`config.mk`:
```
export PLATFORM = sky130hd
export DESIGN_NAME = next_fit_handle_allocator_top
export DESIGN_NICKNAME = d
export VERILOG_FILES = /design/src/rtl/nfha_pkg.sv /design/src/rtl/nfha_ctrl.sv /design/src/rtl/nfha_datapath.sv /design/src/rtl/next_fit_handle_allocator_top.sv
export SDC_FILE = /design/constraint.sdc
export NUM_CORES = 1
export LEC_CHECK = 0
export BUFFER_PORTS_ARGS = -buffer_cell sky130_fd_sc_hd__clkbuf_2
export CELL_PAD_IN_SITES_DETAIL_PLACEMENT = 1
export CELL_PAD_IN_SITES_GLOBAL_PLACEMENT = 1
export CORE_ASPECT_RATIO = 0.8
export CORE_MARGIN = 10
export CORE_UTILIZATION = 28
export CTS_BUF_LIST = sky130_fd_sc_hd__clkbuf_4
export CTS_CLUSTER_DIAMETER = 50
export CTS_CLUSTER_SIZE = 30
export DETAILED_ROUTE_END_ITERATION = 10
export PLACE_DENSITY_LB_ADDON = 0.1
export SLEW_MARGIN = 20
export SYNTH_ARGS = -nofsm -noshare
export SYNTH_HDL_FRONTEND = slang
export SYNTH_SLANG_ARGS = --single-unit
```
`constraint.sdc`:
```
create_clock -name clk -period 5 [get_ports clk]
set_input_delay 1 -clock clk [delete_from_list [all_inputs] [get_ports clk]]
set_output_delay 1 -clock clk [all_outputs]
set_load 0.03 [all_outputs]
```
`src/rtl/nfha_pkg.sv`:
```
// ----------------------------------------------------------------------------
// nfha_pkg
// Shared types and constants for the next-fit handle allocator.
// ----------------------------------------------------------------------------
package nfha_pkg;

  localparam int HANDLE_W = 8;
  localparam int GRANT_W  = 6;
  localparam int STATUS_W = 2;

  localparam logic OP_CHECK = 1'b0;
  localparam logic OP_FREE  = 1'b1;

  localparam logic [STATUS_W-1:0] ST_OK   = 2'd0;
  localparam logic [STATUS_W-1:0] ST_FULL = 2'd1;
  localparam logic [STATUS_W-1:0] ST_BAD  = 2'd2;

  typedef struct packed {
    logic                operation;
    logic [HANDLE_W-1:0] handle;
  } in_word_t;

  typedef struct packed {
    logic [GRANT_W-1:0]  granted;
    logic [STATUS_W-1:0] status;
  } out_word_t;

  // controller -> datapath
  typedef struct packed {
    logic capture;     // latch the accepted input word
    logic eval;        // resolve a request that needs no scan
    logic scan_start;  // load scan pointer and step count
    logic scan_step;   // test one slot
    logic out_load;    // move result into the output register
  } nfha_cmd_t;

  // datapath -> controller
  typedef struct packed {
    logic need_scan;   // check request with handle 0, in range
    logic scan_done;   // free slot found or circle complete
    logic out_free;    // output register can take a word this cycle
  } nfha_stat_t;

endpackage

```
`src/rtl/nfha_ctrl.sv`:
```
// ----------------------------------------------------------------------------
// nfha_ctrl
// Request sequencer: accept, evaluate, scan, hand off result.
// ----------------------------------------------------------------------------
module nfha_ctrl import nfha_pkg::*; (
  input  logic       clk,
  input  logic       rst_n,
  input  logic       in_valid,
  output logic       in_ready,
  input  nfha_stat_t stat,
  output nfha_cmd_t  cmd
);

  typedef enum logic [3:0] {
    S_IDLE = 4'b0001,
    S_EVAL = 4'b0010,
    S_SCAN = 4'b0100,
    S_DONE = 4'b1000
  } state_t;

  state_t state_r, state_nxt;

  always_ff @(posedge clk) begin
    if (!rst_n) begin
      state_r <= S_IDLE;
    end else begin
      state_r <= state_nxt;
    end
  end

  assign in_ready = (state_r == S_IDLE);

  always_comb begin
    state_nxt = state_r;
    cmd       = '0;
    unique case (state_r)
      S_IDLE: begin
        if (in_valid) begin
          cmd.capture = 1'b1;
          state_nxt   = S_EVAL;
        end
      end
      S_EVAL: begin
        if (stat.need_scan) begin
          cmd.scan_start = 1'b1;
          state_nxt      = S_SCAN;
        end else begin
          cmd.eval  = 1'b1;
          state_nxt = S_DONE;
        end
      end
      S_SCAN: begin
        cmd.scan_step = 1'b1;
        if (stat.scan_done) begin
          state_nxt = S_DONE;
        end
      end
      S_DONE: begin
        if (stat.out_free) begin
          cmd.out_load = 1'b1;
          state_nxt    = S_IDLE;
        end
      end
      default: begin
        state_nxt = S_IDLE;
      end
    endcase
  end

endmodule

```
`src/rtl/nfha_datapath.sv`:
```
// ----------------------------------------------------------------------------
// nfha_datapath
// Used-mark bitmap, next-fit scan pointer and result/output registers.
// ----------------------------------------------------------------------------
module nfha_datapath import nfha_pkg::*; #(
  parameter int SLOTS = 64
) (
  input  logic       clk,
  input  logic       rst_n,
  input  in_word_t   in_data,
  input  nfha_cmd_t  cmd,
  output nfha_stat_t stat,
  input  logic       out_ready,
  output logic       out_valid,
  output out_word_t  out_data
);

  localparam int IDX_W = $clog2(SLOTS);
  localparam logic [IDX_W-1:0] LAST_IDX = IDX_W'(SLOTS - 1);
  localparam logic [IDX_W-1:0] CNT_INIT = IDX_W'(SLOTS - 2);
  localparam logic [HANDLE_W:0] SLOTS_X = (HANDLE_W + 1)'(SLOTS);

  in_word_t         req_r;
  logic [SLOTS-1:0] used_r;
  logic [IDX_W-1:0] last_r;
  logic [IDX_W-1:0] ptr_r;
  logic [IDX_W-1:0] cnt_r;
  out_word_t        res_r;
  out_word_t        out_r;
  logic             out_valid_r;

  logic             bad;
  logic             hzero;
  logic [IDX_W-1:0] hidx;
  logic [IDX_W-1:0] first_idx;
  logic             hit;
  logic             last_step;

  assign bad       = ({1'b0, req_r.handle} >= SLOTS_X);
  assign hzero     = (req_r.handle == '0);
  assign hidx      = req_r.handle[IDX_W-1:0];
  // next-fit start: slot after last grant, wrapping past 0
  assign first_idx = (last_r == LAST_IDX) ? IDX_W'(1) : last_r + IDX_W'(1);
  assign hit       = !used_r[ptr_r];
  assign last_step = (cnt_r == '0);

  assign stat.need_scan = !bad && (req_r.operation == OP_CHECK) && hzero;
  assign stat.scan_done = hit || last_step;
  assign stat.out_free  = !out_valid_r || out_ready;

  always_ff @(posedge clk) begin
    if (cmd.capture) begin
      req_r <= in_data;
    end
    if (cmd.scan_start) begin
      ptr_r <= first_idx;
      cnt_r <= CNT_INIT;
    end else if (cmd.scan_step) begin
      ptr_r <= (ptr_r == LAST_IDX) ? IDX_W'(1) : ptr_r + IDX_W'(1);
      cnt_r <= cnt_r - IDX_W'(1);
    end
    if (cmd.eval) begin
      if (bad) begin
        res_r <= '{granted: '0, status: ST_BAD};
      end else begin
        res_r <= '{granted: GRANT_W'(req_r.handle), status: ST_OK};
      end
    end else if (cmd.scan_step) begin
      if (hit) begin
        res_r <= '{granted: GRANT_W'(ptr_r), status: ST_OK};
      end else if (last_step) begin
        res_r <= '{granted: '0, status: ST_FULL};
      end
    end
    if (cmd.out_load) begin
      out_r <= res_r;
    end
  end

  always_ff @(posedge clk) begin
    if (!rst_n) begin
      used_r      <= '0;
      last_r      <= '0;
      out_valid_r <= 1'b0;
    end else begin
      if (cmd.eval && !bad && (req_r.operation == OP_FREE) && !hzero) begin
        used_r[hidx] <= 1'b0;
      end
      if (cmd.scan_step && hit) begin
        used_r[ptr_r] <= 1'b1;
        last_r        <= ptr_r;
      end
      if (cmd.out_load) begin
        out_valid_r <= 1'b1;
      end else if (out_ready) begin
        out_valid_r <= 1'b0;
      end
    end
  end

  assign out_valid = out_valid_r;
  assign out_data  = out_r;

endmodule

```
`src/rtl/next_fit_handle_allocator_top.sv`:
```
// ----------------------------------------------------------------------------
// next_fit_handle_allocator_top
// Next-fit slot handle allocator over a bitmap of SLOTS used marks.
// ----------------------------------------------------------------------------
// Usage:
//  - Input channel (in_valid/in_ready/in_data) takes one request word:
//    operation (check/allocate or free) and an 8-bit handle.
//  - Result channel (out_valid/out_ready/out_data) returns one word per
//    request: granted handle and status (ok, out of slots, bad handle).
//  - One request is in flight at a time. in_ready is high only while the
//    sequencer is idle. For a check, a free or a bad handle, the result is
//    registered in EVAL and handed to the output register from DONE. An
//    allocation first runs the next-fit scan, which tests 1 to SLOTS-1 slots.
//    The scan tests one used mark per cycle. in_ready returns in the same
//    cycle that the result word appears in the output register.
//  - The output register decouples the sides: a new request is accepted
//    while the previous result word still waits on out_ready. If the
//    receiver stalls, the next result holds in the sequencer until the
//    output register frees up.
//  - Reset (rst_n low, synchronous) clears every used mark and the
//    last-grant pointer at once; no clearing pass is needed.
// ----------------------------------------------------------------------------
module next_fit_handle_allocator_top import nfha_pkg::*; #(
  parameter int SLOTS = 64
) (
  input  logic      clk,
  input  logic      rst_n,
  input  logic      in_valid,
  output logic      in_ready,
  input  in_word_t  in_data,
  output logic      out_valid,
  input  logic      out_ready,
  output out_word_t out_data
);

  nfha_cmd_t  cmd;
  nfha_stat_t stat;

  // sequencer
  nfha_ctrl u_ctrl (
    .clk      (clk),
    .rst_n    (rst_n),
    .in_valid (in_valid),
    .in_ready (in_ready),
    .stat     (stat),
    .cmd      (cmd)
  );

  // bitmap, scan pointer, result path
  nfha_datapath #(
    .SLOTS (SLOTS)
  ) u_dp (
    .clk       (clk),
    .rst_n     (rst_n),
    .in_data   (in_data),
    .cmd       (cmd),
    .stat      (stat),
    .out_ready (out_ready),
    .out_valid (out_valid),
    .out_data  (out_data)
  );

  // one request at a time: an accept drops in_ready on the next cycle
  a_one_in_flight: assert property (@(posedge clk) disable iff (!rst_n)
    (in_valid && in_ready) |=> !in_ready)
    else $error("in_ready held after accept");

  // failed requests never report a handle
  a_fail_zero: assert property (@(posedge clk) disable iff (!rst_n)
    (out_valid && (out_data.status != ST_OK)) |-> (out_data.granted == '0))
    else $error("nonzero handle with failing status");

  // a result word only appears when the sequencer hands one off
  a_out_from_load: assert property (@(posedge clk) disable iff (!rst_n)
    $rose(out_valid) |-> $past(cmd.out_load))
    else $error("result word without hand-off");

  // status code 3 is never produced
  a_status_code: assert property (@(posedge clk) disable iff (!rst_n)
    out_valid |-> (out_data.status == ST_OK || out_data.status == ST_FULL ||
                   out_data.status == ST_BAD))
    else $error("undefined status code");

endmodule
```
# After elaboration in Yosys (flattened, before gate mapping)
# Cells that the tools add are included.
dict set report classes {
  magnitude_cmp 5
  mux 33
  multipliers 0
  n_div 0
  n_bitwise 4
  add_sub_neg 3
  n_reduce_logical 21
  eq_ne 10
  shifts 0
}
# operator count
set op_table {}
lappend op_table {{64-bit 2-to-1 mux} 3}
lappend op_table {{64-bit AND} 1}
lappend op_table {{64-bit NOT} 1}
lappend op_table {{64-bit OR} 1}
lappend op_table {{8-bit 2-to-1 mux} 5}
lappend op_table {{6-bit 2-to-1 mux} 4}
lappend op_table {{4-bit 2-to-1 mux} 4}
lappend op_table {{4-bit case mux with 4 select lines} 1}
lappend op_table {{6-bit by 7-bit less-than comparator with 1-bit output, second input constant} 2}
lappend op_table {{6-bit by 1-bit adder with 6-bit output, second input constant} 2}
lappend op_table {{1-bit demux with 6-bit select} 2}
lappend op_table {{6-bit == test, second input constant} 2}
lappend op_table {{6-bit by 1-bit >= comparator with 1-bit output, second input constant} 2}
lappend op_table {{1-bit 2-to-1 mux} 12}
lappend op_table {{8-bit by 7-bit >= comparator with 1-bit output, second input constant} 1}
lappend op_table {{1-bit logical AND} 8}
lappend op_table {{8-bit zero test} 1}
lappend op_table {{1-bit binary-select mux with 6-bit select} 1}
lappend op_table {{6-bit zero test} 1}
lappend op_table {{2-bit != test, second input constant} 3}
lappend op_table {{2-bit nonzero test} 3}
lappend op_table {{6-bit by 1-bit subtractor with 6-bit output, second input constant} 1}
lappend op_table {{4-bit by 1-bit == test with 1-bit output, second input constant} 1}
lappend op_table {{4-bit by 2-bit == test with 1-bit output, second input constant} 1}
lappend op_table {{9 further kinds} 13}
dict set report totals {
  mem_bits_ro 0
  latch_bits 0
  inputBits 13
  memories 0
  elab_cells 88
  regBits 112
  ramBits 0
}

# Longest topological paths before layout
# Gate-level depths: netlist of the first run.
dict set report logic_depth {
  depth_word 13
  ltp_mapped 11
  ltp_nobuf 6
}

# Cells and area by module
# Synthesis of the first run repeated with hierarchy kept, for this count alone.
dict set report hier_totals {
  hier_cells 550
  area_unflattened_um2 5565.3
}
# module cells_per_inst instances seq_area_each_um2 area_per_inst_um2
set by_module_without_submodules {}
lappend by_module_without_submodules {nfha_datapath 518 1 2472.4 5293.8}
lappend by_module_without_submodules {nfha_ctrl 32 1 80.1 271.5}

# Worst setup path before layout of the first run
# OpenSTA, ideal clock, no wires.
dict set report synth_timing {
  path_type {register to register}
  from {reg u_dp.ptr_r[0]}
  to {reg u_dp.res_r[0] in the netlist's numbering, enable pin}
  synth_period_minus_slack_ns 3.000
  t_arrival_ns 2.616
  n_path_buf 2
  stages_incl_launch_ff 8
  setup_slack_ns 2.000
  cell_sequence {edfxtp_1 > buf_6 > buf_2 > mux4_2 > a32o_1 > a211o_1 > a2bb2oi_1 > o21ai_0}
}
dict set report synth_via {
  elab_chain_len 4
}
# element line
set synth_lines {}
lappend synth_lines {{start, declared} nfha_datapath.sv:26} ;# logic [IDX_W-1:0] ptr_r;
lappend synth_lines {{start signal, assigned} nfha_datapath.sv:56} ;# ptr_r <= first_idx;
lappend synth_lines {{start signal, assigned} nfha_datapath.sv:59} ;# ptr_r <= (ptr_r == LAST_IDX) ? IDX_W'(1) : ptr_r + IDX_W'(1);
lappend synth_lines {{1-bit binary-select mux with 6-bit select} nfha_datapath.sv:44} ;# assign hit = !used_r[ptr_r];
lappend synth_lines {{1-bit 2-to-1 mux (implied by the code)} nfha_datapath.sv:44}
lappend synth_lines {{3-bit by 1-bit != test with 1-bit output (no line)} -}
lappend synth_lines {{2-bit AND reduction (no line)} -}
lappend synth_lines {{end signal, assigned} nfha_datapath.sv:64} ;# res_r <= '{granted: '0, status: ST_BAD};
lappend synth_lines {{end signal, assigned} nfha_datapath.sv:66} ;# res_r <= '{granted: GRANT_W'(req_r.handle), status: ST_OK};
lappend synth_lines {{end signal, assigned} nfha_datapath.sv:70} ;# res_r <= '{granted: GRANT_W'(ptr_r), status: ST_OK};
lappend synth_lines {{end, declared} nfha_datapath.sv:28} ;# out_word_t res_r;
# Every way passes these cells. The select of a mux whose other input is x is not followed.
# A chain may end at the register's enable or synchronous reset.

# Worst setup path in the final report of the first run
dict set report layout_timing {
  from {reg u_dp.ptr_r[0]}
  to {reg u_dp.used_r[42]}
}
dict set report layout_via {
  elab_chain_len 6
  word_cells_on_any_way 11
  classes_between {2 x order compare; 5 x mux; 1 x bitwise; 3 x reduce/logical}
}
# element line
set layout_lines {}
lappend layout_lines {{6-bit by 7-bit less-than comparator with 1-bit output (implied by the code) or 6-bit by 1-bit >= comparator with 1-bit output (tied branches)} nfha_datapath.sv:90} ;# used_r[ptr_r] <= 1'b1;
lappend layout_lines {{1-bit logical AND (implied by the code)} nfha_datapath.sv:90}
lappend layout_lines {{1-bit 2-to-1 mux (implied by the code)} nfha_datapath.sv:90}
lappend layout_lines {{1-bit demux with 6-bit select} -}
lappend layout_lines {{64-bit OR (no line)} -}
lappend layout_lines {{64-bit 2-to-1 mux *} nfha_datapath.sv:89} ;# if (cmd.scan_step && hit) begin
lappend layout_lines {{end signal, assigned} nfha_datapath.sv:82} ;# used_r <= '0;
lappend layout_lines {{end signal, assigned by index} nfha_datapath.sv:87} ;# used_r[hidx] <= 1'b0;
lappend layout_lines {{end signal, assigned by index} nfha_datapath.sv:90}
lappend layout_lines {{end, declared} nfha_datapath.sv:24} ;# logic [SLOTS-1:0] used_r;
# Mark *: on every way between the ends. The rest lies on a longest branch, timed or not. The select of a mux whose other input is x is not followed.

==> results of run 1 <==
## cell families after synthesis
| group | count (synthesis) |
|---|---|
| AND/OR/NAND/NOR | 156 |
| multiplexers | 25 |
| adder cells (fa/ha/maj) | 4 |
| buffers and inverters | 48 |
| XOR/XNOR | 10 |
| flip-flops | 112 |
| AO/OA/AOI/OAI | 168 |
## state kept, by name, indices dropped and copies added, names as in the netlist, 3 cells and up
register,cells
u_ctrl.state_r,4
u_dp.cnt_r,6
u_dp.hidx,6
u_dp.last_r,6
u_dp.out_data,8
u_dp.ptr_r,6
u_dp.req_r,3
u_dp.res_r,8
u_dp.used_r,64
## where the power goes
part / internal, mW / total (mW) / switching, mW
clock: 0.111 / 0.433 / 0.322
sequential: 0.950 / 0.973 / 0.0229
combinational: 0.0232 / 0.0838 / 0.0606
## worst paths after layout
| kind | slack, ns | to | cells past startpoint | startpoint |
|---|---|---|---|---|
| worst max register to register | 1.40 | u_dp.used_r[42]$_SDFF_PN0_ | 8 | u_dp.ptr_r[0]$_DFFE_PP_ |
| worst min-delay path | 0.44 | u_dp.out_data[1]$_DFFE_PP_ | 0 | u_dp.res_r[1]$_SDFFCE_PP0P_ |
| worst max-delay path | 1.40 | u_dp.used_r[42]$_SDFF_PN0_ | 8 | u_dp.ptr_r[0]$_DFFE_PP_ |
| worst min register to register | 0.44 | u_dp.out_data[1]$_DFFE_PP_ | 0 | u_dp.res_r[1]$_SDFFCE_PP0P_ |
## stage by stage
step	hold WS [ns]	utilization [%]	power [mW]
6_report	0.441	31.0	1.49
5_1_grt	0.454	31.0	1.56
4_1_cts	0.440	31.0	1.52
3_5_place_dp	0.406	30.4	1.08
3_3_place_gp	0.408	30.4	1.08
2_1_floorplan	0.400	-	1.04
## per-layer routing
metal  routed length (um)  vias to the layer above  GRT usage (%)
met5                    0                        -              0
met4                  145                        0           2.54
met3                  860                       13           3.18
met2                 8370                       80           22.9
met1                 9150                     2248           20.9
li1                     -                     2038              -
## final cells by class
class                      instances  share of cell area (%)
inverter                           7                   0.445
multi-input combinational        363                    45.5
sequential                       112                    43.2
clock inverter                     6                   0.762
timing repair buffer              34                    3.39
clock buffer                      10                    1.27
tap                              258                    5.46
## Yosys cell counts, drive strengths merged (2+ instances only)
cell type   n  share of area (%)
o21a        3               0.41
nand3b     10                1.4
a32o        7                1.3
a21oi       7               0.64
nand2      59                4.1
o211a       4               0.73
mux4       15                6.2
nor2b       8               0.92
nand3      13                1.2
xor2        5               0.80
and3        3               0.34
a22oi       2               0.37
buf        14                1.8
edfxtp     31                 17
nor3        9               0.83
a31oi       8               0.92
o41ai      16                2.8
or2         2               0.23
xnor2       5               0.80
o21ai      13                1.2
and2        7               0.80
nor4b       2               0.32
inv         7               0.48
o31ai      32                5.2
or3         4               0.46
nand2b      6               0.69
mux2i       9                1.7
ha          4               0.92
nor2       25                1.7
clkbuf     27                1.9
o211ai     58                8.0
o32ai       2               0.32
nand4       2               0.23
or4         3               0.48
a31o        9                1.4
dfxtp      81                 30
==> flow_summary.toml, run 1 <==
[setup_path]
cp_cell_sequence = "buf_4, buf_4, mux4_2, a22oi_1, o32ai_1, a211o_1, or2_4, o41ai_1"
critical_path.most_common_cell = "sky130_fd_sc_hd__buf_4"
worst_path_largest_cell_delay_ns = 0.92
critical_path_capture_point_type = "register"
crit_buf_inv = 2
cp.required_ns = 5.39
crit_type = "register to register"
timing.critical_path.max_delay_family = "compound AO/OA/AOI/OAI gates"
setup.worst_path.start_class = "register"
crit_arrival_ns = 3.99
cpMaxStageDelayCell = "sky130_fd_sc_hd__edfxtp_1"
crit_path_max_fanout = 49

[clock_tree]
cts_repair_resize_count = 0
clock_latency_of_the_later_clocked_register_in_the_worst_skew_pair_ns = 0.49
cts.hold.buffers_added = 0
clock_tree.htree_level_count = 3
clockBufferDepth = 2
cts_root_buffer = "sky130_fd_sc_hd__clkbuf_4"
clock_transition_at_the_registers_of_the_reported_paths_ns = 0.18
post_cts_buffers = 0
numCtsBuffers = 9
tritoncts = "built"
cts.sink_count = 112

[drt]
dr.first_iter.drc_count = 267
avgRoutedWirePerCell_um = 23.4
postRouteAntennaNets = 0
drtPass1Iterations = 5
remaining_drc_errors = 0
num_vias = 4379
finalWirelength_um = 18500
post_drt_via_cell_ratio = 5.54

[sta]
unrepaired_setup_endpoints_after_global_routing = "false"
final_max_slew_viol_count = 0
final_setup_margin_ns = 1.40
slew_at_the_pin_closest_to_its_max_slew_limit_ns = 0.951
maxSlewHeadroom_pct = 36.1
final_min_period_over_clock_period_pct = 71.9
max_freq_mhz = 278
timing.final.crit_period_ns = 3.60
fin_worst_skew_ns = 0.0158
setup_tns_ns = 0
finalHoldViolations = 0
setup_violations = 0

[logic_synthesis]
share_of_the_synthesized_netlist_area_taken_by_xor_and_xnor_gates_pct = 1.61
async_set_reset_flop_share_out_of_synthesis_pct = 0
synth_compound_gate_area_share_pct = 24.5
netlist_instances = 523
count_of_synthesis_stage_warnings_from_yosys = 0
netlist_area_pre_place_um2 = 5450
post_synthesis_net_count = 540
postSynthAreaPerCell_um2 = 10.4
post_synth_num_cell_types = 54
area_share_of_fa_ha_maj_cells_after_synthesis_pct = 0.918
synth_top_family_by_area = "compound AO/OA/AOI/OAI gates"
yosysSeqAreaShare_pct = 46.8
synthSimpleGateAreaFrac_pct = 14.1
synth_edf_count = 31
yosys_most_used_dff = "sky130_fd_sc_hd__dfxtp_1"
ys_ff_latch = 112
muxShareOfSynthArea_pct = 8.05

[layout]
final.fill_count = 2207
multi_input_area_um2 = 2690
layout_common_cells = "81 x sky130_fd_sc_hd__dfxtp_1, 59 x sky130_fd_sc_hd__nand2_1, 58 x sky130_fd_sc_hd__o211ai_1"
nNetsFinal = 544
seq_area_um2 = 2550
post_route_cells_drive_above_1_share_pct = 17.1
final_common_cell = "sky130_fd_sc_hd__dfxtp_1"
postLayoutCellArea_um2 = 5910
layout.cells.non_filler = 790
syn_to_final_growth_pct = 8.33
number_of_antenna_diodes = 0

[floorplan]
floorplan.io_pins = 23
die_area_um2 = 25500
num_rows = 45
die_height_um = 145
die_w_um = 176
initial_utilization_pct = 28.7
placeableCoreArea_um2 = 19000

[placed_design]
placedCellCount = 774
detailed_place.area_um2 = 5790
port_buffers = 22
dp.final_hpwl_um = 13000
placement.setup.worst_slack_ns = 1.08
gp_congestion = 0.827

[global_route]
grt_antenna_before_repair = 0
grt_pass1_vias = 4575
grt.overflow.total = 0
grt.total_usage_pct = 14.8
grt_start_max_net_pins = 50
grt_first_pass_wirelength_um = 28800

[power_and_ir_drop]
p_per_area_nw_per_um2 = 252
power.static_leakage_nw = 1.98
peakVddDrop_mv = 0.118

[status]
run_status = "finished, final reports clean"

[job]
max_cap_violations = 0

[hold_path]
worst_hold_path_class = "register to register"
No activity file was read; power rests on OpenSTA's default activity.
==> run 2: changes to the inputs <==
clock period = 3.7 ns   (was 5 ns; I/O delays follow)
==> run 2 against run 1 <==
Count of clock-buffer cells in the layout shrank 1. Largest power group unchanged. Hold slack worse by 0.037 ns. Cell count is 0.89% higher. Flip-flop and latch count stayed put. Via count is 0.55% higher. Critical path type unchanged.
==> flow_summary.toml, run 2 (synthesis results as in run 1) <==
[hold_path]
hold-path-cell-count = 1
worst_hold_path_class = "input pin to register"

[setup_path]
setup.worst_path.start_class = "register"
crit_path_max_fanout = 49
cp.required_ns = 4.09
worst_reg_to_reg_path_cell_count = 7
crit_type = "register to register"
crit_arrival_ns = 3.82
critical_path_capture_point_type = "register"
cpMaxStageDelayCell = "sky130_fd_sc_hd__edfxtp_1"
cp_cell_sequence = "mux4_2, a22oi_2, nor2_1, or4_4, or2_2, buf_4, o41ai_1"
worst_path_largest_cell_delay_ns = 0.79

[clock_tree]
clock_transition_at_the_registers_of_the_reported_paths_ns = 0.19
tritoncts = "built"
cts.sink_count = 112
clockBufferDepth = 2
clock_tree.htree_level_count = 3
cts_repair_resize_count = 0
cts.hold.buffers_added = 0
cts_root_buffer = "sky130_fd_sc_hd__clkbuf_4"
post_cts_buffers = 0
clock_latency_of_the_later_clocked_register_in_the_worst_skew_pair_ns = 0.51
numCtsBuffers = 9

[sta]
slew_at_the_pin_closest_to_its_max_slew_limit_ns = 1.01
maxSlewHeadroom_pct = 32.4
setup_tns_ns = 0
unrepaired_setup_endpoints_after_global_routing = "false"
max_freq_mhz = 291
timing.final.crit_period_ns = 3.43
setup_violations = 0
final_min_period_over_clock_period_pct = 92.7
finalHoldViolations = 0
fin_worst_hold_slack_ns = 0.404
fin_worst_skew_ns = 0.0214
final_max_slew_viol_count = 0

[drt]
avgRoutedWirePerCell_um = 23.7
dr.first_iter.drc_count = 201
post_drt_via_cell_ratio = 5.52
wl_met3_um = 1200
met2WireLength_um = 8360
wl_met1_um = 9110
postRouteAntennaNets = 0
drtPass1Iterations = 4
num_vias = 4403
finalWirelength_um = 18900
highest_layer = "met5"
remaining_drc_errors = 0

[global_route]
grt_pass1_vias = 4569
grt_first_pass_wirelength_um = 28900
grt_start_max_net_pins = 50
grt.total_usage_pct = 14.9
grt_antenna_before_repair = 0
grt.overflow.total = 0

[power_and_ir_drop]
power.static_leakage_nw = 2.03
sw_share_pct = 26.1
net-switching-power_mw = 0.563
power.combinational.fraction_pct = 5.4
clkPwrFrac_pct = 33.7
p_int_mw = 1.60
seq_power_share_pct = 60.9
peakVddDrop_mv = 0.188
p_per_area_nw_per_um2 = 359

[placed_design]
dp.final_hpwl_um = 13200
port_buffers = 22
gp_congestion = 0.826

[layout]
nNetsFinal = 551
largest-register = "u_dp.used_r"
final_common_cell = "sky130_fd_sc_hd__dfxtp_1"
syn_to_final_growth_pct = 10.2
layout_common_cells = "81 x sky130_fd_sc_hd__dfxtp_1, 59 x sky130_fd_sc_hd__nand2_1, 58 x sky130_fd_sc_hd__o211ai_1"
number_of_antenna_diodes = 0
max_ffs_per_register = 64
post_route_cells_drive_above_1_share_pct = 18.2

[floorplan]
placeableCoreArea_um2 = 19000
die_height_um = 145
floorplan.io_pins = 23
die_w_um = 176
num_rows = 45
die_area_um2 = 25500
initial_utilization_pct = 28.7

[status]
run_status = "finished, final reports clean"

[job]
max_cap_violations = 0
run 2: worst paths after layout:
| kind | from | to | slack [ns] |
|---|---|---|---|
| min | in_data[3] | u_dp.hidx[3]$_DFFE_PP_ | 0.40 |
| max reg2reg | u_dp.ptr_r[0]$_DFFE_PP_ | u_dp.used_r[63]$_SDFF_PN0_ | 0.27 |
| max | u_dp.ptr_r[0]$_DFFE_PP_ | u_dp.used_r[63]$_SDFF_PN0_ | 0.27 |
| min reg2reg | u_dp.res_r[6]$_DFFE_PP_ | u_dp.out_data[6]$_DFFE_PP_ | 0.43 |
run 2: critical path, delay by kind of cell (launching register included):
| kind | cells | cell delay [ns] |
|---|---|---|
| DFF | 1 | 0.79 |
| buffers and inverters | 1 | 0.33 |
| and+or+nand+nor | 3 | 0.91 |
| muxes | 1 | 0.61 |
| AOI/OAI and AO/OA | 2 | 0.66 |
run 2: area by class of cell:
type,count,area (um2)
clock inverters,7,105
fillers,2175,13000
multi-input cells,363,2680
inverters,7,26.3
repair buffers,41,253
well taps,258,323
clock buffers,9,67.6
flip-flops and latches,112,2550
run 2: through the flow:
stage	cells	setup WS, ns	total power, mW	area (um2)	util [%]
global route	797	0.0638	2.25	6010	31.6
CTS	797	0.215	2.20	6010	31.6
detailed placement	781	0.270	1.46	5840	30.7
floorplan	523	0.700	1.40	5450	-
global placement	781	0.347	1.46	5840	30.7
finish	797	0.269	2.16	6010	31.6
run 2: per-layer routing:
layer | vias to the layer above | GRT usage (%)
li1 | 2050 | -
met1 | 2244 | 20.7
met2 | 94 | 22.5
met3 | 13 | 3.55
met4 | 2 | 3.65
met5 | - | 1.66
run 2: power by group through the flow:
stage                     registers, mW  logic, mW  clock network, mW
final                              1.32      0.116              0.729
after global routing               1.32      0.128              0.800
after floorplan                    1.32     0.0833                  0
after CTS                          1.31      0.117              0.768
after global placement             1.34      0.115                  0
after detailed placement           1.34      0.117                  0
